### src/vatb_pkg.sv
// ----------------------------------------------------------------------------
// vatb_pkg
// Shared types and constants for the vertex affine transform and bounding box.
// ----------------------------------------------------------------------------
package vatb_pkg;

   localparam int AXES        = 3;
   localparam int COORD_W     = 32;
   localparam int COEF_W      = 16;
   localparam int ROW_W       = 48;
   localparam int FRAC_SHIFT  = 12;
   localparam int CSR_ADDR_W  = 6;
   localparam int CSR_DATA_W  = 64;

   localparam logic [COORD_W-1:0] COORD_MAX = 32'h7FFF_FFFF;
   localparam logic [COORD_W-1:0] COORD_MIN = 32'h8000_0000;

   localparam logic [ROW_W-1:0] ROW_X_RESET = 48'h0000_0000_1000;
   localparam logic [ROW_W-1:0] ROW_Y_RESET = 48'h0000_1000_0000;
   localparam logic [ROW_W-1:0] ROW_Z_RESET = 48'h1000_0000_0000;

   typedef enum logic [2:0] {
      REG_ROW_X    = 3'd0,
      REG_ROW_Y    = 3'd1,
      REG_ROW_Z    = 3'd2,
      REG_OFFSET_X = 3'd3,
      REG_OFFSET_Y = 3'd4,
      REG_OFFSET_Z = 3'd5
   } reg_index_type;

   typedef logic [AXES-1:0][COORD_W-1:0] vec_type;

   typedef struct packed {
      logic [AXES-1:0][ROW_W-1:0]   row;
      logic [AXES-1:0][COORD_W-1:0] offset;
   } cfg_type;

endpackage

### src/vatb_axis.sv
// ----------------------------------------------------------------------------
// vatb_axis
// One output coordinate: dot product of a coefficient row with the vertex,
// floor shift, translation and clamp to signed 32 bits.
// ----------------------------------------------------------------------------
module vatb_axis (
   input  vatb_pkg::vec_type                  vertex,
   input  logic [vatb_pkg::ROW_W-1:0]         row,
   input  logic [vatb_pkg::COORD_W-1:0]       offset,
   output logic [vatb_pkg::COORD_W-1:0]       result,
   output logic                               clamped
);

   logic signed [47:0] prod [vatb_pkg::AXES];
   logic signed [49:0] sum;
   logic signed [37:0] shifted;
   logic signed [38:0] total;

   always_comb begin
      for (int k = 0; k < vatb_pkg::AXES; k++) begin
         prod[k] = $signed(row[16*k +: 16]) * $signed(vertex[k]);
      end
   end

   assign sum     = 50'(prod[0]) + 50'(prod[1]) + 50'(prod[2]);
   assign shifted = sum[49:12];
   assign total   = 39'(shifted) + 39'($signed(offset));

   always_comb begin
      clamped = (total[38:31] != 8'h00) && (total[38:31] != 8'hFF);
      if (!clamped) begin
         result = total[31:0];
      end else if (total[38]) begin
         result = vatb_pkg::COORD_MIN;
      end else begin
         result = vatb_pkg::COORD_MAX;
      end
   end

endmodule

### config.mk
export PLATFORM = sky130hd
export DESIGN_NAME = vatb_axis
export DESIGN_NICKNAME = d
export VERILOG_FILES = /design/src/vatb_pkg.sv /design/src/vatb_axis.sv
export SDC_FILE = /design/constraint.sdc
export NUM_CORES = 2
export LEC_CHECK = 0
export ABC_AREA = 1
export BUFFER_PORTS_ARGS = -buffer_cell sky130_fd_sc_hd__buf_4
export CAP_MARGIN = 20
export CORE_MARGIN = 10
export CORE_UTILIZATION = 55
export DETAILED_ROUTE_END_ITERATION = 8
export PLACE_DENSITY = 0.81
export SLEW_MARGIN = 20
export SYNTH_ARGS = -nofsm -noshare
export SYNTH_HDL_FRONTEND = slang
export SYNTH_SLANG_ARGS = --single-unit
export TNS_END_PERCENT = 5
### constraint.sdc
create_clock -name vclk -period 27.3
set_clock_uncertainty 0.1 [all_clocks]
set_input_delay 1.365 -clock vclk [all_inputs]
set_output_delay 1.365 -clock vclk [all_outputs]
set_load 0.02 [all_outputs]
Word-level counts from Yosys, hierarchy flattened --
Index checks and enable logic that the tools add are counted.
Cells by class: $add $sub $neg 3, multiply operators 3, equal/unequal tests 1, multiplexer cells 2, reduce and logical (&&, ||, !) cells 2
Operators by type and width (number):
- 16-bit by 32-bit multiplier with 48-bit output | 3
- 32-bit 2-to-1 mux | 2
- 49-bit by 48-bit adder with 50-bit output | 1
- 48-bit by 48-bit adder with 49-bit output | 1
- 38-bit by 32-bit adder with 39-bit output | 1
- 8-bit != test (second input constant) | 1
- 8-bit nonzero test | 1
- 1-bit logical AND | 1
Storage, ports and cells: bits in registers 0, input bits 176, output and inout port bits 33, word-level logic and storage cells 11

Logic depth before layout (Yosys ltp) --
word-level depth 7, depth in mapped cells 52, mapped depth without buffers 49

Least setup slack after synthesis --
No wires, ideal clock.
path type input to output, start input vertex[42] in the netlist's numbering, end output result[22] in the netlist's numbering, data arrival time 10.140 ns, slack 15.695 ns, stages 44, buffers on the path 3, path through clkbuf_1 > clkbuf_1 > nand2_1 > fa_1 > fa_1 > inv_1 > fa_1 > inv_1 > fa_1 > inv_1 > fa_1 > inv_1 > fa_1 > inv_1 > fa_1 > fa_1 > inv_1 > fa_1 > [8 not listed] > o21ai_0 > xor2_1 > ha_1 > nand2_1 > nor2_2 > nand2_1 > nor2_1 > nand3_2 > nand3_1 > nand2_1 > nand2_1 > nand2_1 > nor2_2 > nand2_2 > nand2_4 > buf_6 > nand2_1 > nand2_1
Between the ends: cells in the longest elaborated chain, start to end 7, elaborated cells on any way between the ends 9
Ends and longest elaborated chain:
- start: declaration | RTL line vatb_axis.sv:7 | input vatb_pkg::vec_type vertex,
- 16-bit by 32-bit multiplier with 48-bit output * | RTL line vatb_axis.sv:21 | prod[k] = $signed(row[16*k +: 16]) * $signed(vertex[k]);
- 48-bit by 48-bit adder with 49-bit output * | RTL line vatb_axis.sv:25 | assign sum = 50'(prod[0]) + 50'(prod[1]) + 50'(prod[2]);
- 49-bit by 48-bit adder with 50-bit output * | RTL line vatb_axis.sv:25
- 38-bit by 32-bit adder with 39-bit output * | RTL line vatb_axis.sv:27 | assign total = 39'(shifted) + 39'($signed(offset));
- 8-bit != test / 8-bit nonzero test (equally long branches) | RTL line vatb_axis.sv:30 | clamped = (total[38:31] != 8'h00) && (total[38:31] != 8'hFF);
- 1-bit logical AND | RTL line vatb_axis.sv:30
- 32-bit 2-to-1 mux * | RTL line vatb_axis.sv:31 | if (!clamped) begin
- end: declaration | RTL line vatb_axis.sv:10 | output logic [vatb_pkg::COORD_W-1:0] result,
Mark *: on every way between the ends. The rest lies on a longest branch, timed or not.

Worst setup path in the final report --
start input row[15] in the netlist's numbering, end output result[18] in the netlist's numbering
Between the ends: cells in the longest elaborated chain, start to end 7, elaborated cells on any way between the ends 9
Ends and longest elaborated chain:
- start: declaration | RTL line vatb_axis.sv:8 | input logic [vatb_pkg::ROW_W-1:0] row,
- 16-bit by 32-bit multiplier with 48-bit output * | RTL line vatb_axis.sv:21
- 48-bit by 48-bit adder with 49-bit output * | RTL line vatb_axis.sv:25
- 49-bit by 48-bit adder with 50-bit output * | RTL line vatb_axis.sv:25
- 38-bit by 32-bit adder with 39-bit output * | RTL line vatb_axis.sv:27
- 8-bit != test / 8-bit nonzero test (equally long branches) | RTL line vatb_axis.sv:30
- 1-bit logical AND | RTL line vatb_axis.sv:30
- 32-bit 2-to-1 mux * | RTL line vatb_axis.sv:31
Marks and branches as above.

==> impl_metrics.csv <==
group,metric,value,unit
floorplanning,initial_core_util,55.6,%
logic_synthesis,synthesis.nets,9280,
timing,tns,0,ps
drt,detail_route.wl_per_cell,18.6,um
setup_path,path_max_fanout,32,
layout,fillers,9035,
layout,nets,9193,
setup_path,crit_family,"adder cells",
logic_synthesis,yosysWarnings,0,
placed_design,io_buffers,209,
setup_path,slowest_delay,760,ps
timing,period_minus_slack,14000,ps
timing,setup_viol,0,
drt,avgViaCountPerCell,5.26,
floorplanning,ios,209,
clocking,post_cts_resized,0,
drt,drtIter0Drc,3439,
logic_synthesis,synth_mux_area_share,0,%
layout,n_sequential_cell,0,
timing,hold_viol,0,
drt,vias,44526,
logic_synthesis,synth_top_cell_by_area,"fa_1",
logic_synthesis,synthCells,7151,
setup_path,crit_required,25830,ps
placed_design,hpwlAfterDp,138000,um
setup_path,cp-end-kind,"output port",
drt,ant_nets,0,
floorplanning,num_rows,118,
floorplanning,die_h,344,um
logic_synthesis,synth_adder_area_share,64.1,%
grt,grt_util_all_layers,27.6,%
layout,final_util,57.6,%
setup_path,crit_slowest_cell,"inv_1",
logic_synthesis,syn_area,57700,um2
logic_synthesis,synthSimpleGateAreaFrac,14.8,%
grt,antenna_found_initial,19,
setup_path,crit_buf_inv,10,
layout,stdcell_count,8459,
logic_synthesis,ys_seq_area_share,0,%
logic_synthesis,synth_top_family_by_area,"adder cells",
placed_design,dp.cells,8442,
outcome,status,"finished clean",
logic_synthesis,synthXorXnorAreaFrac,1.29,%
floorplanning,core,104000,um2
drt,drc,0,
grt,grt_pass1_vias,49734,
layout,regArea,0,um2
placed_design,finalWeightedCongestion,0.956,
clocking,cts_hold_buf,0,
clocking,cts_setup_buffers,0,
grt,grt_start_max_net_pins,33,
layout,drive_above_1_share,3.88,%
logic_synthesis,synth_compound_area_share,1.95,%
grt,grt_overflow_total,0,
logic_synthesis,synth_area_per_cell,8.06,um2
timing,finalCritPeriodShare,51.3,%
floorplanning,die_w,344,um
layout,area_growth,3.77,%
logic_synthesis,synthDistinctLibCells,44,
layout,multiInputGateArea,47400,um2
timing,slew_headroom,28.2,%
timing,tightest_slew,1080,ps
logic_synthesis,yosysTopAreaCellShare,57.9,%
setup_path,path_class,"in -> out",
layout,nClkBuffers,0,
floorplanning,die-area,118000,um2
setup_path,crit_arrival,12530,ps
drt,dr.pass1.iters,8,
grt,grt_pass1_wl,257000,um
timing,maxSlewViolCount,0,
timing,fmax,71.4,MHz
logic_synthesis,synth.area.top_cells,"fa_1 (58%), inv_1 (16%), nand2_1 (12%)",
drt,wl,157000,um
setup_path,start_kind,"input port",
worst_hold_path,hold_path.class,"in -> out",
timing,rsz0062_at_grt,"no",
run,maxCapViolCount,0,
[per-layer routing]
layer / track usage, % / wire, um / share of wire [%] / up-vias
met5: 0 / 46 / 0.029 / -
met4: 17.3 / 12100 / 7.7 / 6
met3: 2.83 / 11300 / 7.2 / 606
met2: 47.6 / 79400 / 50 / 2117
met1: 33.0 / 54500 / 35 / 22554
li1: - / - / - / 19243
[layout make-up]
type	instances	share of cell area (%)
diodes	17	0.0711
inverters	2430	15.2
multi-input cells	4422	79.2
well taps	1380	2.89
repair buffers	210	2.64
[cells by family (layout without fill, tap and decap cells)]
kind of cell / count (synthesis) / count (layout)
xor+xnor: 85 / 85
other cells: 0 / 17
buf+inv: 2729 / 2640
simple gates: 2185 / 2185
fa+ha+maj: 1953 / 1953
compound gates: 199 / 199
[cells in the final DEF, fill, tap and decap left out, types with 2 or more instances in the layout]
| master | instances |
|---|---|
| inv_1 | 2429 |
| nand2_1 | 1867 |
| fa_1 | 1668 |
| ha_1 | 285 |
| buf_4 | 210 |
| nor2_1 | 173 |
| a21oi_1 | 103 |
| xor2_1 | 45 |
| or2_2 | 44 |
| nand3_1 | 43 |
| o21ai_0 | 42 |
| xnor2_1 | 40 |
| nand4_1 | 22 |
| diode_2 | 17 |
| a31oi_1 | 13 |
| nor3_1 | 13 |
| o21bai_1 | 9 |
| a21o_1 | 8 |
| o21a_1 | 8 |
| nor4_1 | 4 |
| nand3_2 | 4 |
| nor2_2 | 4 |
| a21boi_0 | 3 |
| o211ai_1 | 3 |
| nand2_2 | 3 |
| nor3_2 | 3 |
| o2111ai_1 | 2 |
| o211a_1 | 2 |
[synth_stat cells, types with 9 or more instances]
master       n
fa_1      1668
inv_1     2429
xor2_1      45
nand3_1     43
ha_1       285
a21oi_1    103
or2_2       44
clkbuf_1   289
a31oi_1     13
nor3_1      13
o21ai_0     42
nand2_1   1867
xnor2_1     40
nor2_1     173
o21bai_1     9
nand4_1     22
[path summary, 6_finish.rpt]
| check | endpoint | slack (ps) | start | depth (start not counted) |
|---|---|---|---|---|
| worst max-delay path | result[18] | 13300 | row[15] | 42 |
| worst min-delay path | result[0] | 3060 | offset[0] | 5 |
[through the flow]
| step | instance area, um2 | worst slack, ps | hold slack [ps] |
|---|---|---|---|
| CTS | 59800 | 13550 | 3070 |
| detailed placement | 59800 | 13580 | 3060 |
| floorplan | 57700 | 15690 | 2930 |
| global placement | 59800 | 13680 | 3070 |
| finish | 59800 | 13300 | 3060 |
| global route | 59800 | 12860 | 3100 |
[worst min-delay path, delay by kind of cell]
kind                     cells  cell delay, ps
adder cells (fa/ha/maj)      1             130
AND/OR/NAND/NOR              2             100
buffers and inverters        2             210
Power is not shown: default switching activity piles up to over one toggle a cycle in this logic, so the estimate is an artifact.
