[src/vatb_pkg.sv]
// ----------------------------------------------------------------------------
// vatb_pkg
// Shared types and constants for the vertex affine transform and bounding box.
// ----------------------------------------------------------------------------
package vatb_pkg;

   localparam int AXES        = 3;
   localparam int COORD_W     = 32;
   localparam int COEF_W      = 16;
   localparam int ROW_W       = 48;
   localparam int FRAC_SHIFT  = 12;
   localparam int CSR_ADDR_W  = 6;
   localparam int CSR_DATA_W  = 64;

   localparam logic [COORD_W-1:0] COORD_MAX = 32'h7FFF_FFFF;
   localparam logic [COORD_W-1:0] COORD_MIN = 32'h8000_0000;

   localparam logic [ROW_W-1:0] ROW_X_RESET = 48'h0000_0000_1000;
   localparam logic [ROW_W-1:0] ROW_Y_RESET = 48'h0000_1000_0000;
   localparam logic [ROW_W-1:0] ROW_Z_RESET = 48'h1000_0000_0000;

   typedef enum logic [2:0] {
      REG_ROW_X    = 3'd0,
      REG_ROW_Y    = 3'd1,
      REG_ROW_Z    = 3'd2,
      REG_OFFSET_X = 3'd3,
      REG_OFFSET_Y = 3'd4,
      REG_OFFSET_Z = 3'd5
   } reg_index_type;

   typedef logic [AXES-1:0][COORD_W-1:0] vec_type;

   typedef struct packed {
      logic [AXES-1:0][ROW_W-1:0]   row;
      logic [AXES-1:0][COORD_W-1:0] offset;
   } cfg_type;

endpackage

[src/vatb_box.sv]
// ----------------------------------------------------------------------------
// vatb_box
// Running per-axis minimum and maximum of the transformed vertices.
// ----------------------------------------------------------------------------
module vatb_box (
   input  logic              clock,
   input  logic              reset,
   input  logic              load,
   input  logic              start,
   input  vatb_pkg::vec_type value,
   output vatb_pkg::vec_type low,
   output vatb_pkg::vec_type high
);

   vatb_pkg::vec_type low_ff;
   vatb_pkg::vec_type low_in;
   vatb_pkg::vec_type high_ff;
   vatb_pkg::vec_type high_in;
   vatb_pkg::vec_type low_base;
   vatb_pkg::vec_type high_base;

   always_comb begin
      for (int i = 0; i < vatb_pkg::AXES; i++) begin
         low_base[i]  = start ? vatb_pkg::COORD_MAX : low_ff[i];
         high_base[i] = start ? vatb_pkg::COORD_MIN : high_ff[i];
         low_in[i]    = ($signed(value[i]) < $signed(low_base[i])) ? value[i] : low_base[i];
         high_in[i]   = ($signed(value[i]) > $signed(high_base[i])) ? value[i] : high_base[i];
      end
   end

   always_ff @(posedge clock) begin
      if (reset) begin
         low_ff  <= {vatb_pkg::AXES{vatb_pkg::COORD_MAX}};
         high_ff <= {vatb_pkg::AXES{vatb_pkg::COORD_MIN}};
      end else if (load) begin
         low_ff  <= low_in;
         high_ff <= high_in;
      end
   end

   assign low  = low_ff;
   assign high = high_ff;

endmodule
[config.mk]
export PLATFORM = sky130hd
export DESIGN_NAME = vatb_box
export DESIGN_NICKNAME = d
export VERILOG_FILES = /design/src/vatb_pkg.sv /design/src/vatb_box.sv
export SDC_FILE = /design/constraint.sdc
export NUM_CORES = 1
export LEC_CHECK = 0
export ABC_AREA = 1
export BUFFER_PORTS_ARGS = -buffer_cell sky130_fd_sc_hd__buf_4
export CORE_ASPECT_RATIO = 0.9
export CORE_UTILIZATION = 40
export CTS_CLUSTER_SIZE = 30
export DETAILED_ROUTE_END_ITERATION = 10
export HOLD_SLACK_MARGIN = 0.12
export PLACE_DENSITY = 0.61
export SETUP_SLACK_MARGIN = 0.3
export SLEW_MARGIN = 5
export SYNTH_ARGS = -nofsm -noshare
export SYNTH_HDL_FRONTEND = slang
export SYNTH_SLANG_ARGS = --single-unit
[constraint.sdc]
create_clock -name clock -period 7.3 [get_ports clock]
set_input_delay 0 -clock clock [delete_from_list [all_inputs] [get_ports clock]]
set_output_delay 0 -clock clock [all_outputs]
set_load 0.01 [all_outputs]
Yosys cells after proc, flatten, opt, wreduce, memory -nomap -nowiden
Cells that the tools add are included.
W data, S select, Z words.
{ "classes": {"mux": 12, "order_cmp": 6} }
{ "op_table": {"columns": ["operator", "n"], "rows": [
  ["$mux W32", 12],
  ["$gt A32 B32 Y1", 3],
  ["$lt A32 B32 Y1", 3]
]} }
{ "word_totals": {"ff_bits": 192, "elab_cells": 24} }

Depth between registers and ports, before layout
Gate-level depths: netlist (run 1).
{ "logic_depth": {"word_depth": 3, "depth_mapped": 22, "mapped_depth_nobuf": 18} }

Worst setup path after synthesis (run 1)
No wires, ideal clock.
{ "synth_path": {"path_kind": "input port to flip-flop", "start": "input port start", "end": "register high_ff (netlist bit high[91])", "t_arrival_ns": 2.405, "t_required_ns": 7.168, "path_stages": 17, "setup_time_ns": 0.132, "setup_slack_ns": 4.763, "cell_sequence": "buf_2 > clkinv_1 > clkbuf_1 > buf_1 > nand2_1 > ha_1 > a21oi_1 > nor2_1 > nor2_1 > nand3_1 > a21oi_1 > nand2_1 > nand2_1 > clkbuf_1 > nand4_1 > nand3_1 > a21oi_1"} }
{ "synth_between": {"elab_chain_cells": 3} }
{ "synth_rtl": {"columns": ["item", "line_no", "text"], "rows": [
  ["start: declaration", "vatb_box.sv:9", "input logic start,"],
  ["$mux W32 *", "vatb_box.sv:25", "high_base[i] = start ? vatb_pkg::COORD_MIN : high_ff[i];"],
  ["$gt A32 B32 Y1", "vatb_box.sv:27", "high_in[i] = ($signed(value[i]) > $signed(high_base[i])) ? value[i] : high_base[i];"],
  ["$mux W32 *", "vatb_box.sv:27", null],
  ["end signal: assignment", "vatb_box.sv:34", "high_ff <= {vatb_pkg::AXES{vatb_pkg::COORD_MIN}};"],
  ["end signal: assignment", "vatb_box.sv:37", "high_ff <= high_in;"],
  ["end: declaration", "vatb_box.sv:17", "vatb_pkg::vec_type high_ff;"]
]} }
Mark *: on every way between the ends. The rest lies on a longest branch, timed or not.
A chain may end at the register's enable or synchronous reset.

Worst setup path in the final report (run 1)
{ "layout_path": {"start": "input port start", "end": "register low_ff (netlist bit low[76])"} }
{ "layout_between": {"elab_chain_cells": 3} }
{ "layout_rtl": {"columns": ["item", "line_no", "text"], "rows": [
  ["$mux W32 *", "vatb_box.sv:24", "low_base[i] = start ? vatb_pkg::COORD_MAX : low_ff[i];"],
  ["$lt A32 B32 Y1", "vatb_box.sv:26", "low_in[i] = ($signed(value[i]) < $signed(low_base[i])) ? value[i] : low_base[i];"],
  ["$mux W32 *", "vatb_box.sv:26", null],
  ["end signal: assignment", "vatb_box.sv:33", "low_ff <= {vatb_pkg::AXES{vatb_pkg::COORD_MAX}};"],
  ["end signal: assignment", "vatb_box.sv:36", "low_ff <= low_in;"],
  ["end: declaration", "vatb_box.sv:15", "vatb_pkg::vec_type low_ff;"]
]} }
Marked as above.

==> results of run 1 <==
per-layer routing:
metal,GRT usage [%],up-vias,share of wire [%]
met1,36.7,7358,47
met2,42.4,492,44
met4,7.60,0,1.7
met3,5.50,52,6.8
li1,-,7934,-
met5,0,-,0
cell type report:
cell class	count	area, sq um
clock buffer	17	425
multi-input combinational	1719	9200
fill	3554	16900
antenna	1	2.50
inverter	145	551
tap	469	587
timing repair buffer	400	3260
sequential	192	3840
clock inverter	15	230
critical path: cells and delay by family:
kind	cells	cell delay, ps
AOI/OAI and AO/OA	1	270
and+or+nand+nor	10	1750
adders and majority gates	1	250
buffers and inverters	4	2670
flip-flops by register name (all words and copies together), names as in the netlist:
register / cells
high: 96
low: 96
logic make-up (layout without fill, tap and decap cells):
logic type      Yosys count  after routing
compound gates          335            335
fa+ha+maj               189            189
buf+inv                 283            577
flops                   192            192
other cells               0              1
simple gates           1195           1195
cells in the final DEF, fill, tap and decap left out, types with 10 or more instances in the layout:
cell type and instances:
a21oi_1 285, buf_4 299, clkbuf_16 17, dfxtp_1 192
dlygate4sd3_1 99, ha_1 189, inv_1 140, nand2_1 718
nand3_1 211, nand4_1 111, nor2_1 133, o21a_1 10
o21ai_0 25
worst paths after layout:
| path | depth (start not counted) | slack, ps | startpoint | endpoint |
|---|---|---|---|---|
| setup / recovery | 16 | 2580 | start | low[76] |
| hold / removal | 3 | 90 | load | low[79] |
| setup reg to reg | 14 | 3320 | low[95] | low[76] |
| hold reg to reg | 2 | 480 | high[33] | high[33] |
synth_stat cells:
library cell,n
ha_1,189
nor3_1,7
nand2_2,4
nand3_2,5
buf_2,37
a21oi_1,285
nor4_2,3
nand2_1,718
inv_2,3
nor4_1,2
nor2_1,133
clkinv_1,2
o211ai_1,4
o21ai_1,7
buf_4,1
o21a_1,10
o21ai_0,25
nand3_1,211
nand3_4,1
clkbuf_1,79
a31oi_1,4
dfxtp_1,192
buf_6,2
buf_1,19
inv_1,140
nand4_1,111
power groups by stage:
| stage | clock, mW | sequential, mW | combinational [mW] |
|---|---|---|---|
| floorplan | 0 | 1.28 | 0.627 |
| global route | 1.15 | 1.25 | 1.24 |
| detailed placement | 0 | 1.26 | 1.06 |
| CTS | 1.11 | 1.24 | 1.11 |
| global placement | 0 | 1.26 | 1.04 |
| finish | 1.09 | 1.24 | 1.11 |
repair_timing:
action / in CTS / in global routing
endpoints found under the hold margin: 192 / 0
resized for setup: 0 / 0
hold buffers: 99 / 0
stage by stage:
stage                     hold WS [ps]  utilization [%]
after detailed placement           254             47.0
after global routing               140             51.8
after floorplan                    117                -
final                             85.4             51.8
after global placement             247             47.0
after CTS                          120             51.8
==> results.json, run 1 <==
{
  "synthXorXnorAreaFrac_pct": 0,
  "placed_area_sq_mm": 0.0165,
  "clk_pin_slew_ps": 80,
  "drc": 0,
  "critPathArrivalTime_ps": 5070,
  "ir_worst_vdd_uv": 170,
  "ys_warn_count": 0,
  "start_util_pct": 40.5,
  "p_int_mw": 2.20,
  "min_period_over_period_pct": 64.6,
  "grt_antenna_before_repair": 1,
  "synthDistinctLibCells": 26,
  "grtUsageTotal_pct": 26.8,
  "routed_wl_mm": 49.7,
  "yosys.area_share.simple_pct": 36.1,
  "drt-initial-drc-count": 955,
  "tightest_slew_ps": 1190,
  "vias": 15836,
  "crit_path_max_incr_delay_ps": 950,
  "critPathKind": "in2reg",
  "cts_buffer_depth": 2,
  "grt_max_degree": 118,
  "cts_buffers": 17,
  "grt.overflow.total": 0,
  "grt_pass1_vias": 14995,
  "wl_per_cell_um": 16.8,
  "cts_tree": "done",
  "htreeDepth": 4,
  "worstHoldPathType": "in2reg",
  "synth-compound-area-share_pct": 12.1,
  "grt_pass1_wl_mm": 79.3,
  "synth_top_area_share_pct": 27.1,
  "io_buffers": 291,
  "power_frac_seq_pct": 36.0,
  "final_cells": 2958,
  "core_sq_mm": 0.0350,
  "gp_congestion": 0.851,
  "clockRootBuffer": "clkbuf_16",
  "syn_area_sq_mm": 0.0142,
  "finalPower_mw": 3.43,
  "fmax_mhz": 212,
  "nets": 2764,
  "ioPinCount": 292,
  "synth_seq_cells": 192,
  "cp_max_fo": 62,
  "crit_slowest_cell": "clkinv_2",
  "die-area_sq_mm": 0.0362,
  "netlist_top_cells_area": "dfxtp_1, nand2_1, ha_1",
  "yosysSeqAreaShare_pct": 27.1,
  "cts.sinks": 192,
  "power_density_mw_per_mm2": 190,
  "synth_top_area_cell": "dfxtp_1",
  "pre_cts_ws_ps": 2310,
  "synthAdderAreaFrac_pct": 16.7,
  "swShare_pct": 35.8,
  "die_x_um": 200,
  "period_needed_ps": 4720,
  "status": "complete, no violations",
  "rsz0062_at_grt": "false",
  "clk_latency_ps": 460,
  "clockPowerShare_pct": 31.7,
  "end_kind": "flop",
  "via_per_inst": 5.35,
  "maxSlewViolCount": 0,
  "synth_fp_nets": 2483,
  "postRouteAntennaNets": 0,
  "place_inst": 2826,
  "drive_above_1_share_pct": 14.1,
  "setup_violations": 0,
  "power_frac_comb_pct": 32.3,
  "max_cap_viol_count": 0,
  "postLayoutCellArea_sq_mm": 0.0181,
  "firstDrtPassIters": 5,
  "relSlewSlack_pct": 20.9,
  "rows": 65,
  "synth_mux_area_share_pct": 0,
  "synth_area_per_cell_sq_um": 6.46,
  "p_sw_mw": 1.23,
  "syn2layout_area_growth_pct": 27.7,
  "path_cells": "buf_4 > clkinv_2 > nand2_1 > ha_1 > nand2_1 > nor2_1 > nand4_1 > a21oi_1 > nor2_1 > nand3_1 > nand2_2 > inv_2 > nand2_1 > nand3_1 > dlygate4sd3_1 > nand2_1",
  "synth_top_family_by_area": "simple AND/OR/NAND/NOR gates",
  "finalSetupTns_ps": 0,
  "synth_cells": 2194,
  "hpwl_mm": 32.4,
  "post-cts-setup-buffers": 0,
  "fin_skew_ps": 10.7,
  "finalHoldViolations": 0,
  "critPathMostFrequentCell": "nand2_1",
  "die_h_um": 181,
  "startpoint_type": "input port",
  "crit_required_ps": 7650,
  "p_leak_nw": 8.66,
  "layout_setup_ws_ps": 2580
}
No activity file was read; power rests on OpenSTA's default activity.
==> inputs of run 2 (changes only) <==
Settings changed: ABC_AREA 1 to 0, PLACE_DENSITY 0.61 to 0.66.
Clock period 7.3 ns to 4.2 ns, I/O delays scaled along.
==> run 2 against run 1 <==
Effect of this change: the run now ends with design-rule violations left; first-iteration DRC count fell by 43%; register-to-register slack lost 2300 ps; critical path depth decreased by 6; final area fell by 15%; sequential share of layout area grew 3.9 points; power increased by 44%; clock-buffer cell count grew 1; highest routed layer unchanged; global-route usage decreased by 2.4 points; largest power group unchanged; die area decreased by 20%.
==> results.json, run 2 <==
{
  "status": "complete, but fails checks",
  "violations": "design-rule violations",
  "htreeDepth": 4,
  "synth-edff-count": 0,
  "rsz0062_at_grt": "false",
  "routed_wl_mm": 35.4,
  "fin_skew_ps": 17.1,
  "synth_seq_cells": 192,
  "placed_area_sq_mm": 0.0138,
  "worstHoldPathType": "in2reg",
  "crit_family": "compound AO/OA/AOI/OAI gates",
  "ir_worst_vdd_uv": 236,
  "critPathMostFrequentCell": "a21oi_1",
  "crit_required_ps": 4490,
  "yosysSeqAreaShare_pct": 34.0,
  "met2_usage_pct": 38.9,
  "cts_buffer_depth": 2,
  "critPathArrivalTime_ps": 3480,
  "grt_pass1_wl_mm": 55.5,
  "io_buffers": 291,
  "cp_max_fo": 32,
  "clockRootBuffer": "clkbuf_16",
  "period_needed_ps": 3190,
  "ys_warn_count": 0,
  "synthDistinctLibCells": 66,
  "core_sq_mm": 0.0274,
  "end_kind": "flop",
  "firstDrtPassIters": 8,
  "async_reset_ff_share_pct": 0,
  "grt.overflow.total": 0,
  "grtUsageMet3_pct": 6.31,
  "fmax_mhz": 313,
  "drc": 36,
  "layout_commonest_cell": "buf_4",
  "relSlewSlack_pct": 42.4,
  "die-area_sq_mm": 0.0289,
  "die_h_um": 161,
  "finalSetupTns_ps": 0,
  "drive_above_1_share_pct": 23.2,
  "final_cells": 1905,
  "nets": 1826,
  "via_per_inst": 5.58,
  "rows": 57,
  "cts_buffers": 17,
  "clk_latency_ps": 440,
  "syn_area_sq_mm": 0.0113,
  "finalPower_mw": 4.93,
  "postRouteAntennaNets": 0,
  "drt-initial-drc-count": 542,
  "hpwl_mm": 26.0,
  "start_util_pct": 41.3,
  "grtUsageTotal_pct": 24.4,
  "synth_top_area_share_pct": 34.0,
  "crit_slowest_cell": "a31o_2",
  "grt_use_met1_pct": 32.2,
  "vias": 10624,
  "grt_antenna_before_repair": 1,
  "postLayoutCellArea_sq_mm": 0.0153,
  "synth_fp_nets": 1463,
  "synth_area_per_cell_sq_um": 9.62,
  "yosysMostFrequentCell": "dfxtp_1",
  "finalHoldViolations": 0,
  "synthFlopType": "dfxtp_1",
  "path_cells": "nor2_1 > ha_1 > a21oi_1 > o21ai_1 > a2111oi_0 > a211oi_1 > a21oi_1 > or3_1 > a31o_2 > o22ai_1",
  "syn2layout_area_growth_pct": 35.6,
  "synth_common_cells": "dfxtp_1, ha_1, nand2b_1",
  "critPathKind": "reg2reg",
  "cts.sinks": 192,
  "post-cts-setup-buffers": 0,
  "wl_per_cell_um": 18.6,
  "min_period_over_period_pct": 76.0,
  "netlist_top_cells_area": "dfxtp_1, ha_1, nand2b_1",
  "grt_max_degree": 55,
  "clk_pin_slew_ps": 80,
  "ioPinCount": 292,
  "grt.busiest_layer": "met2",
  "place_inst": 1775,
  "final_cell_mix": "buf_4, dfxtp_1, ha_1",
  "setup_violations": 0,
  "p_leak_nw": 6.80,
  "crit_path_max_incr_delay_ps": 690,
  "synth_cells": 1174,
  "power_density_mw_per_mm2": 322,
  "maxSlewViolCount": 0,
  "cts_tree": "done",
  "grt_pass1_vias": 10334,
  "die_x_um": 179,
  "max_cap_viol_count": 0,
  "gp_congestion": 0.849,
  "tightest_slew_ps": 862,
  "startpoint_type": "flop",
  "crit_buf_inv": 0,
  "synth_top_area_cell": "dfxtp_1"
}
==> run 2: cell types whose count changed in the layout (fill, tap and decap cells not counted), sizes merged, moves of 11 or more <==
cell,previous run,this run
a22o,0,93
o22a,0,63
nand4,111,35
a21o,0,54
nor2,133,105
a21oi,285,55
o22ai,0,36
nor2b,0,11
inv,148,20
nand2,722,28
nand3,217,7
nand2b,0,132
==> run 2: worst reg2reg max path: cells and delay by family, from the launching register on <==
family | cells | cell delay (ps)
adders and majority gates | 1 | 300
DFF | 1 | 380
and+or+nand+nor | 2 | 220
AOI/OAI and AO/OA | 7 | 2140
==> run 2: repair_timing <==
item | CTS | global route
endpoints found under the hold margin | 192 | 0
hold buffers | 97 | 0
gates resized for setup | 0 | 0
==> run 2: power breakdown <==
| part | switching [mW] | internal (mW) | total [mW] |
|---|---|---|---|
| logic | 0.606 | 0.598 | 1.20 |
| clock network | 0.833 | 0.812 | 1.65 |
| registers | 0.127 | 1.96 | 2.08 |
==> run 2: cell type report <==
cell class | count | area (sq um)
multi-input cells | 907 | 7070
repair buffers | 407 | 3320
fillers | 2452 | 12100
flip-flops and latches | 192 | 3840
clock inverters | 14 | 145
inverters | 12 | 45.0
clock buffers | 18 | 439
diodes | 1 | 2.50
well taps | 354 | 443
==> run 2: worst paths after layout <==
path              slack, ps  startpoint        to  depth (start not counted)
setup / recovery       1010     low[75]   low[95]                         10
hold / removal          340   value[41]  high[41]                          3
setup reg to reg       1010     low[75]   low[95]                         10
hold reg to reg         500     low[51]   low[51]                          1
==> run 2: through the flow <==
step / util [%] / hold slack (ps) / setup WS [ps]
2_1_floorplan: - / 119 / 1190
3_3_place_gp: 50.2 / 247 / 884
3_5_place_dp: 50.2 / 247 / 800
4_1_cts: 55.9 / 318 / 1030
5_1_grt: 55.9 / 322 / 790
6_report: 55.9 / 344 / 1010
==> run 2: cell families (layout without fill, tap and decap cells) <==
group	Yosys count	after routing	synth area share [%]
compound gates	364	364	24.5
xor+xnor	3	3	0.233
fa+ha+maj	189	189	20.9
buf+inv	75	451	3.50
flops	192	192	34.0
mux	1	1	0.0886
other cells	0	1	0
simple gates	350	350	16.7
==> run 2: per-layer routing <==
metal	up-vias	part of all wire (%)	wire length, um
li1	5156	-	-
met1	5091	46	16200
met2	324	46	16200
met3	53	6.6	2330
met4	0	1.9	660
met5	-	0	0
==> inputs of run 3 (changes only) <==
Clock period 4.2 ns to 2.8 ns, I/O delays scaled along.
==> run 3 against run 2 <==
Effect of this change: the flow still finishes with violations (design-rule violations); register-to-register slack lost 980 ps; combinational power up 91%; routed wire length is 9.5% higher; final area increased by 13%; clock-buffer cell count unchanged; sequential power is 51% higher; die area unchanged.
==> results.json, run 3 (synthesis results as in run 2) <==
{
  "syn2layout_area_growth_pct": 53.4,
  "cts_buffers": 17,
  "drc": 34,
  "via_per_inst": 5.60,
  "wl_per_cell_um": 19.4,
  "postRouteAntennaNets": 0,
  "htreeDepth": 4,
  "rsz0062_at_grt": "true",
  "multi_input_area_sq_mm": 0.00782,
  "rr_worst_depth": 13,
  "setup_violations": 0,
  "clockRootBuffer": "clkbuf_16",
  "final_cell_mix": "buf_4, ha_1, dfxtp_1",
  "fin_skew_ps": 17.1,
  "maxSlewViolCount": 0,
  "rows": 57,
  "power_density_mw_per_mm2": 453,
  "layout_commonest_cell": "buf_4",
  "r2r-end": "low[50]",
  "grt_pass1_vias": 10876,
  "fin_util_pct": 63.3,
  "grtUsageTotal_pct": 25.0,
  "max_cap_viol_count": 0,
  "clk_pin_slew_ps": 80,
  "placed_area_sq_mm": 0.0144,
  "firstDrtPassIters": 8,
  "r2r_slack_ps": 30,
  "fillerInstances": 2166,
  "relSlewSlack_pct": 52.5,
  "end_kind": "flop",
  "fmax_mhz": 361,
  "place_inst": 1829,
  "gp_congestion": 0.828,
  "die_x_um": 179,
  "cp-endpoint": "low[50]",
  "die-area_sq_mm": 0.0289,
  "grt_pass1_wl_mm": 57.4,
  "core_sq_mm": 0.0274,
  "routed_wl_mm": 38.8,
  "vias": 11201,
  "timing.hold.ws_ps": 183,
  "ioPinCount": 292,
  "drt-initial-drc-count": 732,
  "io_buffers": 291,
  "p_leak_nw": 7.62,
  "nets": 1922,
  "regToRegStartpoint": "low[59]",
  "cts_buffer_depth": 2,
  "grt_antenna_before_repair": 0,
  "status": "complete, but fails checks",
  "grt_max_degree": 49,
  "critPathArrivalTime_ps": 3100,
  "violations": "design-rule violations",
  "grt.overflow.total": 0,
  "period_needed_ps": 2770,
  "cp_max_fo": 7,
  "worstHoldPathType": "in2reg",
  "cts_tree": "done",
  "critPathKind": "reg2reg",
  "tightest_slew_ps": 713,
  "crit_required_ps": 3130,
  "cp-startpoint": "low[59]",
  "startpoint_type": "flop",
  "die_h_um": 161,
  "hpwl_mm": 26.5,
  "drive_above_1_share_pct": 37.0,
  "ir_worst_vdd_uv": 388,
  "start_util_pct": 41.3,
  "seqCellArea_sq_mm": 0.00393,
  "antennaDiodeCount": 0,
  "finalPower_mw": 7.85,
  "finalHoldViolations": 0,
  "cts.sinks": 192,
  "final_cells": 2000,
  "min_period_over_period_pct": 98.9,
  "postLayoutCellArea_sq_mm": 0.0173,
  "clk_latency_ps": 440
}
## run 3: cell count changes in the layout (fill, tap and decap cells not counted), moves of 20 or more
cell | before | now
o22ai_1 | 36 | 0
o22ai_2 | 0 | 29
buf_12 | 2 | 22
dfxtp_1 | 192 | 137
dfxtp_2 | 0 | 50
buf_4 | 308 | 363
## run 3: critical path, cell delays in order (launching register included)
cell and delay (ps):
dfxtp_1 350, nor2_1 50, ha_1 290, nand4_1 210, buf_4 220, buf_4 130
a211oi_2 170, nor4_2 80, o21ai_1 110, mux2i_1 310, nand2_2 180, buf_6 220
buf_8 140, o22a_1 190
## run 3: how the worst min path moves through the flow
| stage | start | endpoint | slack [ps] | cells past startpoint |
|---|---|---|---|---|
| finish | load | low[63] | 180 | 4 |
| global route | load | low[63] | 180 | 4 |
| CTS | load | low[63] | 180 | 4 |
| detailed placement | value[75] | low[75] | 250 | 2 |
| global placement | value[75] | low[75] | 240 | 2 |
| floorplan | value[66] | low[66] | 120 | 1 |
## run 3: area by class of cell
class	instances	share of cell area, %
Sequential cell	192	22.7
Timing Repair Buffer	503	26.2
Multi-Input combinational cell	907	45.1
Clock inverter	14	0.715
Inverter	12	0.260
Tap cell	354	2.56
Clock buffer	18	2.53
## run 3: stage by stage
step,TNS [ps],worst slack [ps]
2_1_floorplan,0,207
3_3_place_gp,-7600,-209
3_5_place_dp,-9240,-226
4_1_cts,0,170
5_1_grt,-1020,-40.3
6_report,0,29.4
## run 3: metal layers
layer,GRT usage (%),vias to the layer above,wire [um]
met3,4.99,53,2360
met4,6.84,0,702
met5,0,-,0
met2,41.0,361,18300
li1,-,5352,-
met1,33.2,5435,17400
## run 3: what timing repair did
action                                  CTS  global route
endpoints found under the setup margin  192           192
resized for setup                        65           127
hold buffers                             97             0
gates cloned                              3            10
setup buffers                            17            12
pin swaps                                25           106
hold endpoints to repair                192             0
## run 3: where the power goes
| group | internal [mW] | switching (mW) | leakage [nW] |
|---|---|---|---|
| logic | 1.21 | 1.09 | 5.77 |
| clock network | 1.20 | 1.22 | 0.279 |
| registers | 2.95 | 0.191 | 1.58 |
