--- src/vatb_pkg.sv ---
// ----------------------------------------------------------------------------
// vatb_pkg
// Shared types and constants for the vertex affine transform and bounding box.
// ----------------------------------------------------------------------------
package vatb_pkg;

   localparam int AXES        = 3;
   localparam int COORD_W     = 32;
   localparam int COEF_W      = 16;
   localparam int ROW_W       = 48;
   localparam int FRAC_SHIFT  = 12;
   localparam int CSR_ADDR_W  = 6;
   localparam int CSR_DATA_W  = 64;

   localparam logic [COORD_W-1:0] COORD_MAX = 32'h7FFF_FFFF;
   localparam logic [COORD_W-1:0] COORD_MIN = 32'h8000_0000;

   localparam logic [ROW_W-1:0] ROW_X_RESET = 48'h0000_0000_1000;
   localparam logic [ROW_W-1:0] ROW_Y_RESET = 48'h0000_1000_0000;
   localparam logic [ROW_W-1:0] ROW_Z_RESET = 48'h1000_0000_0000;

   typedef enum logic [2:0] {
      REG_ROW_X    = 3'd0,
      REG_ROW_Y    = 3'd1,
      REG_ROW_Z    = 3'd2,
      REG_OFFSET_X = 3'd3,
      REG_OFFSET_Y = 3'd4,
      REG_OFFSET_Z = 3'd5
   } reg_index_type;

   typedef logic [AXES-1:0][COORD_W-1:0] vec_type;

   typedef struct packed {
      logic [AXES-1:0][ROW_W-1:0]   row;
      logic [AXES-1:0][COORD_W-1:0] offset;
   } cfg_type;

endpackage

--- src/vatb_csr.sv ---
// ----------------------------------------------------------------------------
// vatb_csr
// Register file for the transform rows and offsets, written over the APB port.
// ----------------------------------------------------------------------------
module vatb_csr (
   input  logic                               clock,
   input  logic                               reset,
   input  logic                               csr_psel,
   input  logic                               csr_penable,
   input  logic                               csr_pwrite,
   input  logic [vatb_pkg::CSR_ADDR_W-1:0]    csr_paddr,
   input  logic [vatb_pkg::CSR_DATA_W-1:0]    csr_pwdata,
   output logic [vatb_pkg::CSR_DATA_W-1:0]    csr_prdata,
   output logic                               csr_pready,
   output vatb_pkg::cfg_type                  cfg
);

   vatb_pkg::cfg_type       cfg_ff;
   vatb_pkg::cfg_type       cfg_in;
   vatb_pkg::reg_index_type index;
   logic                    write;

   assign index      = vatb_pkg::reg_index_type'(csr_paddr[5:3]);
   assign write      = csr_psel & csr_penable & csr_pwrite;
   assign csr_pready = 1'b1;
   assign cfg        = cfg_ff;

   always_comb begin
      cfg_in = cfg_ff;
      if (write) begin
         unique case (index)
            vatb_pkg::REG_ROW_X:    cfg_in.row[0]    = csr_pwdata[47:0];
            vatb_pkg::REG_ROW_Y:    cfg_in.row[1]    = csr_pwdata[47:0];
            vatb_pkg::REG_ROW_Z:    cfg_in.row[2]    = csr_pwdata[47:0];
            vatb_pkg::REG_OFFSET_X: cfg_in.offset[0] = csr_pwdata[31:0];
            vatb_pkg::REG_OFFSET_Y: cfg_in.offset[1] = csr_pwdata[31:0];
            vatb_pkg::REG_OFFSET_Z: cfg_in.offset[2] = csr_pwdata[31:0];
            default:                cfg_in           = cfg_ff;
         endcase
      end
   end

   always_comb begin
      unique case (index)
         vatb_pkg::REG_ROW_X:    csr_prdata = {16'h0, cfg_ff.row[0]};
         vatb_pkg::REG_ROW_Y:    csr_prdata = {16'h0, cfg_ff.row[1]};
         vatb_pkg::REG_ROW_Z:    csr_prdata = {16'h0, cfg_ff.row[2]};
         vatb_pkg::REG_OFFSET_X: csr_prdata = {32'h0, cfg_ff.offset[0]};
         vatb_pkg::REG_OFFSET_Y: csr_prdata = {32'h0, cfg_ff.offset[1]};
         vatb_pkg::REG_OFFSET_Z: csr_prdata = {32'h0, cfg_ff.offset[2]};
         default:                csr_prdata = '0;
      endcase
   end

   always_ff @(posedge clock) begin
      if (reset) begin
         cfg_ff.row[0]  <= vatb_pkg::ROW_X_RESET;
         cfg_ff.row[1]  <= vatb_pkg::ROW_Y_RESET;
         cfg_ff.row[2]  <= vatb_pkg::ROW_Z_RESET;
         cfg_ff.offset  <= '0;
      end else begin
         cfg_ff <= cfg_in;
      end
   end

endmodule

--- config.mk ---
export PLATFORM = sky130hd
export DESIGN_NAME = vatb_csr
export DESIGN_NICKNAME = d
export VERILOG_FILES = /design/src/vatb_pkg.sv /design/src/vatb_csr.sv
export SDC_FILE = /design/constraint.sdc
export NUM_CORES = 1
export LEC_CHECK = 0
export ABC_AREA = 1
export ABC_CLOCK_PERIOD_IN_PS = 2000
export BUFFER_PORTS_ARGS = -buffer_cell sky130_fd_sc_hd__buf_2
export CAP_MARGIN = 0
export CORE_AREA = 10 10 184 186
export DETAILED_ROUTE_END_ITERATION = 7
export DIE_AREA = 0 0 194 196
export HOLD_SLACK_MARGIN = 0.05
export PLACE_DENSITY_LB_ADDON = 0.15
export SLEW_MARGIN = 0
export SYNTH_ARGS = -nofsm -noshare
export SYNTH_HDL_FRONTEND = slang
export SYNTH_SLANG_ARGS = --single-unit
--- constraint.sdc ---
create_clock -name clock -period 2 [get_ports clock]
set_input_delay 0.2 -clock clock [delete_from_list [all_inputs] [get_ports clock]]
set_output_delay 0.2 -clock clock [all_outputs]
set_load 0.01 [all_outputs]
== Word level (Yosys, flattened, before mapping) ==
Cells that the tools add are included.
Word-level totals
  bits in registers: 240
  input port bits: 75
  output and inout port bits: 305
  logic and storage cells: 21
Operators by class
  equality and inequality tests: 5
  mux-type cells: 1
  bitwise logic cells: 2
  reduce and logical (&&, ||, !) cells: 7
Operator list (count)
  $pmux 48 s6: 1
  $reduce_and 2->1: 6
  $eq 3x2->1 const B: 2
  $eq 3x3->1 const B: 2
  $eq 3x1->1 const B: 1
  $logic_not 3->1: 1
  $and 1x1->1: 2

== Depth between registers and ports, before layout ==
Gate-level depths: netlist (run 1).
  depth after elaboration: 3
  depth in mapped cells: 9
  depth with buffers taken out: 7

== Worst setup path before layout (run 1) ==
No wires, ideal clock.
  path kind: input -> output
  start: in csr_paddr[5] (netlist bit)
  end: out csr_prdata[0] (netlist bit)
  data arrival time: 1.248 ns
  path slack: 0.552 ns
  cell stages on the path: 8
  path buffers: 3
  cells stage by stage: buf_2 inv_2 clkbuf_1 buf_2 nand4_1 nand2_1 nor2_1 nand2_1
On the way
  cells in the longest elaborated chain, start to end: 2
  elaborated cells on any way between the ends: 7
  classes of those cells: eq/ne (5); mux (1); reduce/logical (1)
Ends and longest elaborated chain
  start: declaration: line vatb_csr.sv:11  | input logic [vatb_pkg::CSR_ADDR_W-1:0] csr_paddr,
  $eq 3x3->1, or another cell as far along: line vatb_csr.sv:44  | unique case (index)
  $pmux 48 s6 *: line vatb_csr.sv:44
  end: declaration: line vatb_csr.sv:13  | output logic [vatb_pkg::CSR_DATA_W-1:0] csr_prdata,
Every way passes the cells marked *; elsewhere a longest branch is shown, timed or not.

== Worst setup path in the final report (run 1) ==
  start: in csr_paddr[3] (netlist bit)
  end: out csr_prdata[24] (netlist bit)
Same word-level chain as after synthesis.

==> results of run 1 <==
critical path, delay by kind of cell:
kind | cells | cell delay, ns
buf+inv | 4 | 0.75
simple gates | 5 | 0.57
worst paths after layout:
path,start,endpoint,slack (ns),cells past startpoint
worst max-delay path,csr_paddr[3],csr_prdata[24],0.26,9
worst min-delay path,csr_pwdata[17],cfg[81],0.06,5
worst max register to register,cfg[120],cfg[120],1.36,2
worst min register to register,cfg[121],cfg[121],0.50,2
cell families (layout without fill, tap and decap cells):
kind of cell    Yosys count  after routing
compound gates           10             10
simple gates           1378           1378
other cells               2             17
buf+inv                 240            563
flops                   240            240
layout by cell type (no fill, tap or decap):
master,Yosys,final
sky130_fd_sc_hd__dlygate4sd3_1,0,28
sky130_fd_sc_hd__nor2_4,3,12
sky130_fd_sc_hd__buf_2,60,343
sky130_fd_sc_hd__inv_2,3,3
sky130_fd_sc_hd__nor2_1,518,513
sky130_fd_sc_hd__bufinv_16,0,2
sky130_fd_sc_hd__nand3_1,265,265
sky130_fd_sc_hd__clkbuf_1,42,4
sky130_fd_sc_hd__clkbuf_16,0,29
sky130_fd_sc_hd__inv_1,81,80
sky130_fd_sc_hd__clkinv_2,0,5
sky130_fd_sc_hd__nand4_1,57,57
sky130_fd_sc_hd__clkbuf_8,0,10
sky130_fd_sc_hd__buf_12,0,23
sky130_fd_sc_hd__conb_1,2,17
sky130_fd_sc_hd__nand2_1,529,529
sky130_fd_sc_hd__buf_4,27,32
sky130_fd_sc_hd__o21ai_0,3,3
sky130_fd_sc_hd__a21oi_1,7,7
sky130_fd_sc_hd__inv_6,0,3
sky130_fd_sc_hd__clkinvlp_4,0,1
sky130_fd_sc_hd__dfxtp_1,240,240
sky130_fd_sc_hd__nand3_2,2,2
per-stage QoR:
stage | utilization [%] | total power, mW | hold WS, ns | instances | instance area (um2)
after floorplan | - | 5.609 | 0.3262 | 1885 | 11690
after global placement | 45.95 | 6.014 | 0.4314 | 2524 | 13910
after detailed placement | 45.95 | 6.025 | 0.4393 | 2524 | 13910
after CTS | 50.12 | 11.42 | 0.05042 | 2604 | 15170
after global routing | 50.12 | 11.76 | 0.08656 | 2604 | 15170
final | 50.12 | 11.32 | 0.06436 | 2604 | 15170
layout make-up:
type	count	area, um2
Fill cell	3149	15100
Multi-Input combinational cell	1405	5863
Sequential cell	240	4805
Timing Repair Buffer	426	2698
Clock buffer	43	878.3
Tap cell	396	495.5
Inverter	85	329.1
Clock inverter	9	101.3
power by group through the flow:
| stage | registers (mW) | clock network, mW | logic, mW |
|---|---|---|---|
| floorplan | 5.02 | 0 | 0.590 |
| global placement | 5.00 | 0 | 1.02 |
| detailed placement | 5.00 | 0 | 1.03 |
| CTS | 4.89 | 5.46 | 1.07 |
| global route | 4.90 | 5.68 | 1.18 |
| finish | 4.89 | 5.35 | 1.07 |
per-layer routing:
metal	track usage [%]	wire, um
met5	0	0
met4	6.213	968
met3	5.899	4068
met1	29.65	19940
met2	37.78	21190
==> flow_summary.yaml, run 1 <==
critical_path:
  crit_path_max_fanout: 49
  timing.critical_path.cells: "buf_2 -> nand2_1 -> nor2_4 -> buf_12 -> nand2_1 -> nand2_1 -> inv_1 -> nand2_1 -> buf_2"
  worst_setup_path_end_kind: "output port"
  worst_setup_path_start_kind: "input pin"
  crit_type: "input pin to output port"
  critical_path.slowest_cell: "sky130_fd_sc_hd__buf_12"
  cp.required_ns: 1.80
  cp_common_cell: "sky130_fd_sc_hd__nand2_1"
  slowest_delay_ns: 0.29
  crit_arrival_ns: 1.54
final_layout:
  final_nets: 2261
  area_growth_syn_to_layout_pct: 30.42
  largest_register_ff_count: 240
  post_route_cells_drive_above_1_share_pct: 21.06
  diodes: 0
timing:
  finalSetupTns_ns: 0
  maxClockFrequency_mhz: 574.7
  layout_setup_ws_ns: 0.2600
  max_slew_violation_count: 0
  final_hold_viol_count: 0
  rsz0062_at_grt: "false"
  worst_clk_skew_ns: 0
  setup_viol_count_final: 0
  finalCritPeriodShare_pct: 87.00
  timing.final.crit_period_ns: 1.740
clock_network:
  clock_transition_at_the_registers_of_the_reported_paths_ns: 0.06
  cts.hold.buffers_added: 28
  ctsLongestPathBuffers: 3
  clock_tree.htree_level_count: 1
  cts_setup_buffers: 0
  clock_tree.root_cell: "sky130_fd_sc_hd__clkbuf_16"
  cts_repair_resize_count: 0
  cts_buffers: 28
  cts_num_sinks: 240
  clk_latency_ns: 0.54
  cts_tree: "yes"
detailed_routing:
  initialDrtViolationCount: 941
  wl_per_cell_um: 17.73
  route.detailed.vias_per_inst: 4.941
  postRouteWirelength_um: 46170
  post-route-drc-count: 0
  routed-via-count: 12870
  antenna_left: 0
  drt-pass1-iter-count: 5
power_and_ir_drop:
  share_seq_of_total_power_pct: 43.2
  p_sw_mw: 2.856
  intPower_mw: 8.461
  power.switching_fraction_pct: 25.24
  portion_of_total_power_attributed_to_combinational_logic_pct: 9.5
  peakVddDrop_v: 0.0004664
  clkPwrFrac_pct: 47.3
  power-per-cell-area_mw_per_mm2: 746.0
  pleak_nw: 7.720
floorplan:
  design.die.area_mm2: 0.03802
  fp.dieH_um: 196
  design.portCount: 380
  std_cell_rows: 64
  floorplan.initialDensity_pct: 38.43
  placeableCoreArea_mm2: 0.03027
  die_extent_in_x_um: 194
global_route:
  groute.usage.overall_pct: 23.12
  grt_first_pass_wirelength_um: 71660
  grt_antenna_before_repair: 0
  first_global_vias: 12250
  grt_start_max_net_pins: 52
  global_route.overflow_total: 0
yosys:
  synth_sequential_area_ratio_pct: 41.31
  yosys.area_share.simple_pct: 48.94
  netlist_top_cells_area: "sky130_fd_sc_hd__dfxtp_1 41%, sky130_fd_sc_hd__nand2_1 17%, sky130_fd_sc_hd__nor2_1 17%"
  muxShareOfSynthArea_pct: 0
  synth-seq-cells: 240
  yosysMostFrequentCell: "sky130_fd_sc_hd__nand2_1"
  synth_xor_xnor_area_share_pct: 0
  synth-async-reset-ratio_pct: 0
  synth_cell_type_count: 18
  synth-edff-count: 0
  synth_top_cells_by_count: "529 x sky130_fd_sc_hd__nand2_1, 518 x sky130_fd_sc_hd__nor2_1, 265 x sky130_fd_sc_hd__nand3_1"
  syn_area_mm2: 0.01163
  area_fraction_in_compound_gates_after_synthesis_pct: 0.4303
  synth_fa_ha_area_share_pct: 0
  synth_top_flop_cell: "sky130_fd_sc_hd__dfxtp_1"
  post-synth-top-area-cell: "sky130_fd_sc_hd__dfxtp_1"
  synth.yosys.warnings: 0
  gate_count_post_synth: 1870
  synth_area_per_cell_um2: 6.220
  synth_top_family_by_area: "simple AND/OR/NAND/NOR gates"
  synth_top_area_share_pct: 41.31
status:
  run_status: "completed"
job:
  max_cap_viol_count: 0
placed_design:
  routabilityCongestion: 0.8462
  hpwl_um: 31510
  placement.setup.worst_slack_ns: 0.2466
  port-buffer-count: 343
min_path:
  hold_path.class: "input pin to flop"
(Power assumes the default switching activity.)
==> inputs of run 2 (changes only) <==
GPL_ROUTABILITY_DRIVEN = 0   (was unset)
RECOVER_POWER = 100   (was unset)
==> flow_summary.yaml, run 2 (synthesis results as in run 1) <==
status:
  run_status: "completed"
final_layout:
  final_area_mm2: 0.01466
  area_growth_syn_to_layout_pct: 26.00
  final_nets: 2261
  post_route_cells_drive_above_1_share_pct: 8.514
  largest_register_ff_count: 240
  final_core_util_pct: 48.42
  diodes: 0
  layout_common_cells: "529 x sky130_fd_sc_hd__nand2_1, 515 x sky130_fd_sc_hd__nor2_1, 277 x sky130_fd_sc_hd__clkbuf_1"
  final_cell_count_no_fill: 2604
  layout.cells.most_common: "sky130_fd_sc_hd__nand2_1"
global_route:
  groute.usage.overall_pct: 23.12
  global_route.overflow_total: 0
  grt_first_pass_wirelength_um: 71660
  grt_start_max_net_pins: 52
  grt_antenna_before_repair: 0
  first_global_vias: 12250
critical_path:
  worst_flop_to_flop_path_startpoint: "cfg[120]"
  r2r_setup_slack_ns: 1.35
  r2r_depth: 2
  critical_path.reg2reg.endpoint: "cfg[120]"
  crit_path_max_fanout: 37
  cp.required_ns: 1.80
  crit_type: "input pin to output port"
  worst_setup_path_end_kind: "output port"
  crit_arrival_ns: 1.61
  worst_setup_path_start_kind: "input pin"
power_and_ir_drop:
  pleak_nw: 6.495
  peakVddDrop_v: 0.0004762
  power-per-cell-area_mw_per_mm2: 770.5
min_path:
  hold_depth: 5
  hold_path.class: "input pin to flop"
  timing.hold.worst_endpoint: "cfg[19]"
  timing.hold.worst.start: "csr_pwdata[19]"
clock_network:
  cts_buffers: 28
  cts_setup_buffers: 0
  cts_tree: "yes"
  clock_tree.htree_level_count: 1
  cts_num_sinks: 240
  ctsLongestPathBuffers: 3
  clock_tree.root_cell: "sky130_fd_sc_hd__clkbuf_16"
  clock_transition_at_the_registers_of_the_reported_paths_ns: 0.06
  clk_latency_ns: 0.53
floorplan:
  std_cell_rows: 64
  die_extent_in_x_um: 194
  placeableCoreArea_mm2: 0.03027
  fp.dieH_um: 196
  design.die.area_mm2: 0.03802
  design.portCount: 380
  floorplan.initialDensity_pct: 38.43
timing:
  max_slew_violation_count: 0
  finalSetupTns_ns: 0
  max_slew_margin_pct: 38.51
  final_hold_viol_count: 0
  final.hold.worst_slack_ns: 0.06368
  timing.final.crit_period_ns: 1.814
  maxClockFrequency_mhz: 551.3
  finalCritPeriodShare_pct: 90.69
  setup_viol_count_final: 0
  timing_worst_slew_pin_value_ns: 0.9224
  worst_clk_skew_ns: 0
  rsz0062_at_grt: "false"
job:
  max_cap_viol_count: 0
detailed_routing:
  antenna_left: 0
  initialDrtViolationCount: 924
  wl_per_cell_um: 17.80
  post-route-drc-count: 0
  postRouteWirelength_um: 46350
  route.detailed.vias_per_inst: 4.944
  drt-pass1-iter-count: 8
  routed-via-count: 12880
placed_design:
  hpwl_um: 31510
  place.detailed.instances: 2524
  dpl_cell_area_mm2: 0.01391
  port-buffer-count: 343
-- run 2: cell count changes in the layout (fill, tap and decap cells not counted), sizes merged --
cell / before / now
clkinvlp: 1 / 2
buf: 398 / 115
clkbuf: 43 / 326
inv: 86 / 85
-- run 2: area by class of cell --
type	count	area, um2
clock buffers	43	878.3
well taps	396	495.5
multi-input cells	1405	5838
inverters	85	327.8
flip-flops and latches	240	4805
clock inverters	9	101.3
fillers	3315	15610
repair buffers	426	2210
-- run 2: worst max path at each step --
| stage | start | to |
|---|---|---|
| after floorplan | csr_paddr[5] | csr_prdata[0] |
| after global placement | csr_paddr[3] | csr_prdata[24] |
| after detailed placement | csr_paddr[4] | cfg[158] |
| after CTS | csr_paddr[3] | csr_prdata[24] |
| after global routing | csr_paddr[5] | csr_prdata[47] |
| final | csr_paddr[5] | csr_prdata[34] |
-- run 2: timing repair --
action                     CTS  global route
setup endpoints to repair    0             0
hold endpoints to repair    66             0
hold buffers                28             0
resized for setup            0             0
-- run 2: report_power, final --
part,internal [mW],total [mW],switching (mW)
combinational,0.316,1.04,0.719
sequential,4.84,4.90,0.0522
clock,3.27,5.36,2.09
total,8.43,11.3,2.86
-- run 2: through the flow --
| stage | worst slack [ns] | power [mW] |
|---|---|---|
| finish | 0.1862 | 11.29 |
| global route | 0.08238 | 11.73 |
| CTS | 0.2596 | 11.42 |
| detailed placement | 0.2466 | 6.025 |
| global placement | 0.2877 | 6.014 |
| floorplan | 0.5522 | 5.609 |
-- run 2: metal layers --
layer | vias to the layer above | wire (um) | track usage, %
met2 | 439 | 21300 | 37.78
met3 | 61 | 3555 | 5.899
met5 | - | 0 | 0
met4 | 0 | 953 | 6.213
met1 | 5928 | 20540 | 29.65
li1 | 6447 | - | -
-- run 2: worst max-delay path, cell delays in order --
cell                       delay [ns]
sky130_fd_sc_hd__buf_2           0.13
sky130_fd_sc_hd__inv_1           0.16
sky130_fd_sc_hd__nand2_1         0.17
sky130_fd_sc_hd__nor2_4          0.20
sky130_fd_sc_hd__buf_6           0.35
sky130_fd_sc_hd__nand2_1         0.11
sky130_fd_sc_hd__nand3_1         0.11
sky130_fd_sc_hd__clkbuf_1        0.16
==> inputs of run 3 (changes only) <==
ABC_CLOCK_PERIOD_IN_PS = 1800   (was 2000)
clock period = 1.8 ns   (was 2 ns; I/O delays follow)
==> flow_summary.yaml, run 3 (synthesis results as in run 1) <==
critical_path:
  cp.required_ns: 1.62
  worst_setup_path_end_kind: "output port"
  critical_path.slowest_cell: "sky130_fd_sc_hd__dfxtp_1"
  timing.critical_path.cells: "nand4_1 -> nand2_1 -> nor2_1 -> nand2_1 -> clkbuf_2"
  crit_path_max_fanout: 3
  startpoint_of_the_most_critical_setup_path: "cfg[94]"
  worst_setup_path_start_kind: "flop"
  r2r_setup_slack_ns: 1.14
  worst_flop_to_flop_path_startpoint: "cfg[108]"
  crit_arrival_ns: 1.52
  crit_type: "flop to output port"
  slowest_delay_ns: 0.34
  cp_common_cell: "sky130_fd_sc_hd__nand2_1"
timing:
  max_slew_margin_pct: 33.50
  final_hold_viol_count: 0
  max_slew_violation_count: 0
  rsz0062_at_grt: "false"
  finalCritPeriodShare_pct: 94.57
  timing.final.crit_period_ns: 1.702
  finalSetupTns_ns: 0
  setup_viol_count_final: 0
  timing_worst_slew_pin_value_ns: 0.9975
  maxClockFrequency_mhz: 587.4
  worst_clk_skew_ns: 0
floorplan:
  std_cell_rows: 64
  design.die.area_mm2: 0.03802
  die_extent_in_x_um: 194
  design.portCount: 380
  fp.dieH_um: 196
  placeableCoreArea_mm2: 0.03027
  floorplan.initialDensity_pct: 38.43
detailed_routing:
  routed-via-count: 12900
  postRouteWirelength_um: 46240
  post-route-drc-count: 0
  wl_per_cell_um: 17.59
  initialDrtViolationCount: 869
  route.detailed.vias_per_inst: 4.909
  drt-pass1-iter-count: 5
  antenna_left: 0
global_route:
  global_route.overflow_total: 0
  groute.usage.overall_pct: 23.17
  grt_antenna_before_repair: 2
  first_global_vias: 12310
  grt_first_pass_wirelength_um: 72150
  grt_start_max_net_pins: 52
placed_design:
  hpwl_um: 31590
  dpl_cell_area_mm2: 0.01406
  place.detailed.instances: 2533
  port-buffer-count: 343
clock_network:
  cts_buffers: 28
  clock_transition_at_the_registers_of_the_reported_paths_ns: 0.07
  ctsLongestPathBuffers: 3
  cts_num_sinks: 240
  clk_latency_ns: 0.54
  cts_repair_resize_count: 0
  clock_tree.root_cell: "sky130_fd_sc_hd__clkbuf_16"
  clock_tree.htree_level_count: 1
  cts_tree: "yes"
final_layout:
  area_growth_syn_to_layout_pct: 29.25
  regArea_mm2: 0.004805
  fillers: 3271
  final_cell_count_no_fill: 2628
  largest_register_ff_count: 240
  layout.cells.most_common: "sky130_fd_sc_hd__nand2_1"
  multi_input_comb_area_mm2: 0.005828
  final_area_mm2: 0.01503
  post_route_cells_drive_above_1_share_pct: 8.879
  layout_common_cells: "529 x sky130_fd_sc_hd__nand2_1, 517 x sky130_fd_sc_hd__nor2_1, 275 x sky130_fd_sc_hd__clkbuf_1"
  final_nets: 2283
min_path:
  timing.hold.worst.start: "csr_pwdata[0]"
  hold_path.class: "input pin to flop"
status:
  run_status: "completed"
power_and_ir_drop:
  peakVddDrop_v: 0.0008660
  pleak_nw: 6.679
  power-per-cell-area_mw_per_mm2: 890.8
job:
  max_cap_viol_count: 0
## run 3: cell types whose count changed in the layout (fill, tap and decap cells not counted), moves of 4 or more
cell | previous run | this run
sky130_fd_sc_hd__dlygate4sd3_1 | 28 | 41
sky130_fd_sc_hd__clkbuf_2 | 7 | 16
sky130_fd_sc_hd__clkbuf_8 | 10 | 1
sky130_fd_sc_hd__bufinv_16 | 2 | 10
sky130_fd_sc_hd__buf_12 | 13 | 20
sky130_fd_sc_hd__clkinv_2 | 5 | 9
## run 3: what timing repair did
action                                 CTS  global route
setup buffers                            0             0
endpoints found under the hold margin  149             0
hold buffers                            41             0
## run 3: path summary, 6_finish.rpt
| check | end | cells after the start |
|---|---|---|
| hold reg to reg | cfg[76] | 2 |
| setup / recovery | csr_prdata[30] | 5 |
| setup reg to reg | cfg[108] | 2 |
| hold / removal | cfg[64] | 5 |
## run 3: per-stage QoR
| step | power (mW) | worst slack, ns | util (%) | hold slack, ns |
|---|---|---|---|---|
| after floorplan | 6.232 | 0.3922 | - | 0.3062 |
| after detailed placement | 6.714 | 0.1175 | 46.47 | 0.4178 |
| after global placement | 6.705 | 0.1254 | 46.47 | 0.4118 |
| after global routing | 13.85 | 0.01648 | 49.67 | 0.07780 |
| after CTS | 13.53 | 0.1082 | 51.44 | 0.05163 |
| final | 13.39 | 0.09768 | 49.67 | 0.05734 |
## run 3: cell type report
type,count,share of cell area (%)
diodes,2,0.03329
inverters,85,2.189
well taps,396,3.296
clock buffers,33,4.994
clock inverters,19,2.297
multi-input cells,1405,38.77
flip-flops and latches,240,31.96
repair buffers,448,16.46
## run 3: per-layer routing
| layer | up-vias | part of all wire [%] | global-route usage, % |
|---|---|---|---|
| met5 | - | 0 | 0 |
| li1 | 6481 | - | - |
| met3 | 59 | 7.7 | 5.115 |
| met4 | 0 | 2.1 | 6.925 |
| met1 | 5897 | 44 | 30.25 |
| met2 | 463 | 46 | 37.51 |
## run 3: worst max-delay path, delay by kind of cell, from the launching register on
family        cells  cell delay, ns
simple gates      4            0.50
buf+inv           1            0.15
flops             1            0.34
## run 3: power by group
part / internal, mW / switching [mW] / leakage, nW / total, mW
combinational: 0.385 / 0.800 / 4.20 / 1.19
sequential: 5.38 / 0.0583 / 1.94 / 5.44
clock: 4.40 / 2.37 / 0.545 / 6.77
total: 10.2 / 3.23 / 6.68 / 13.4
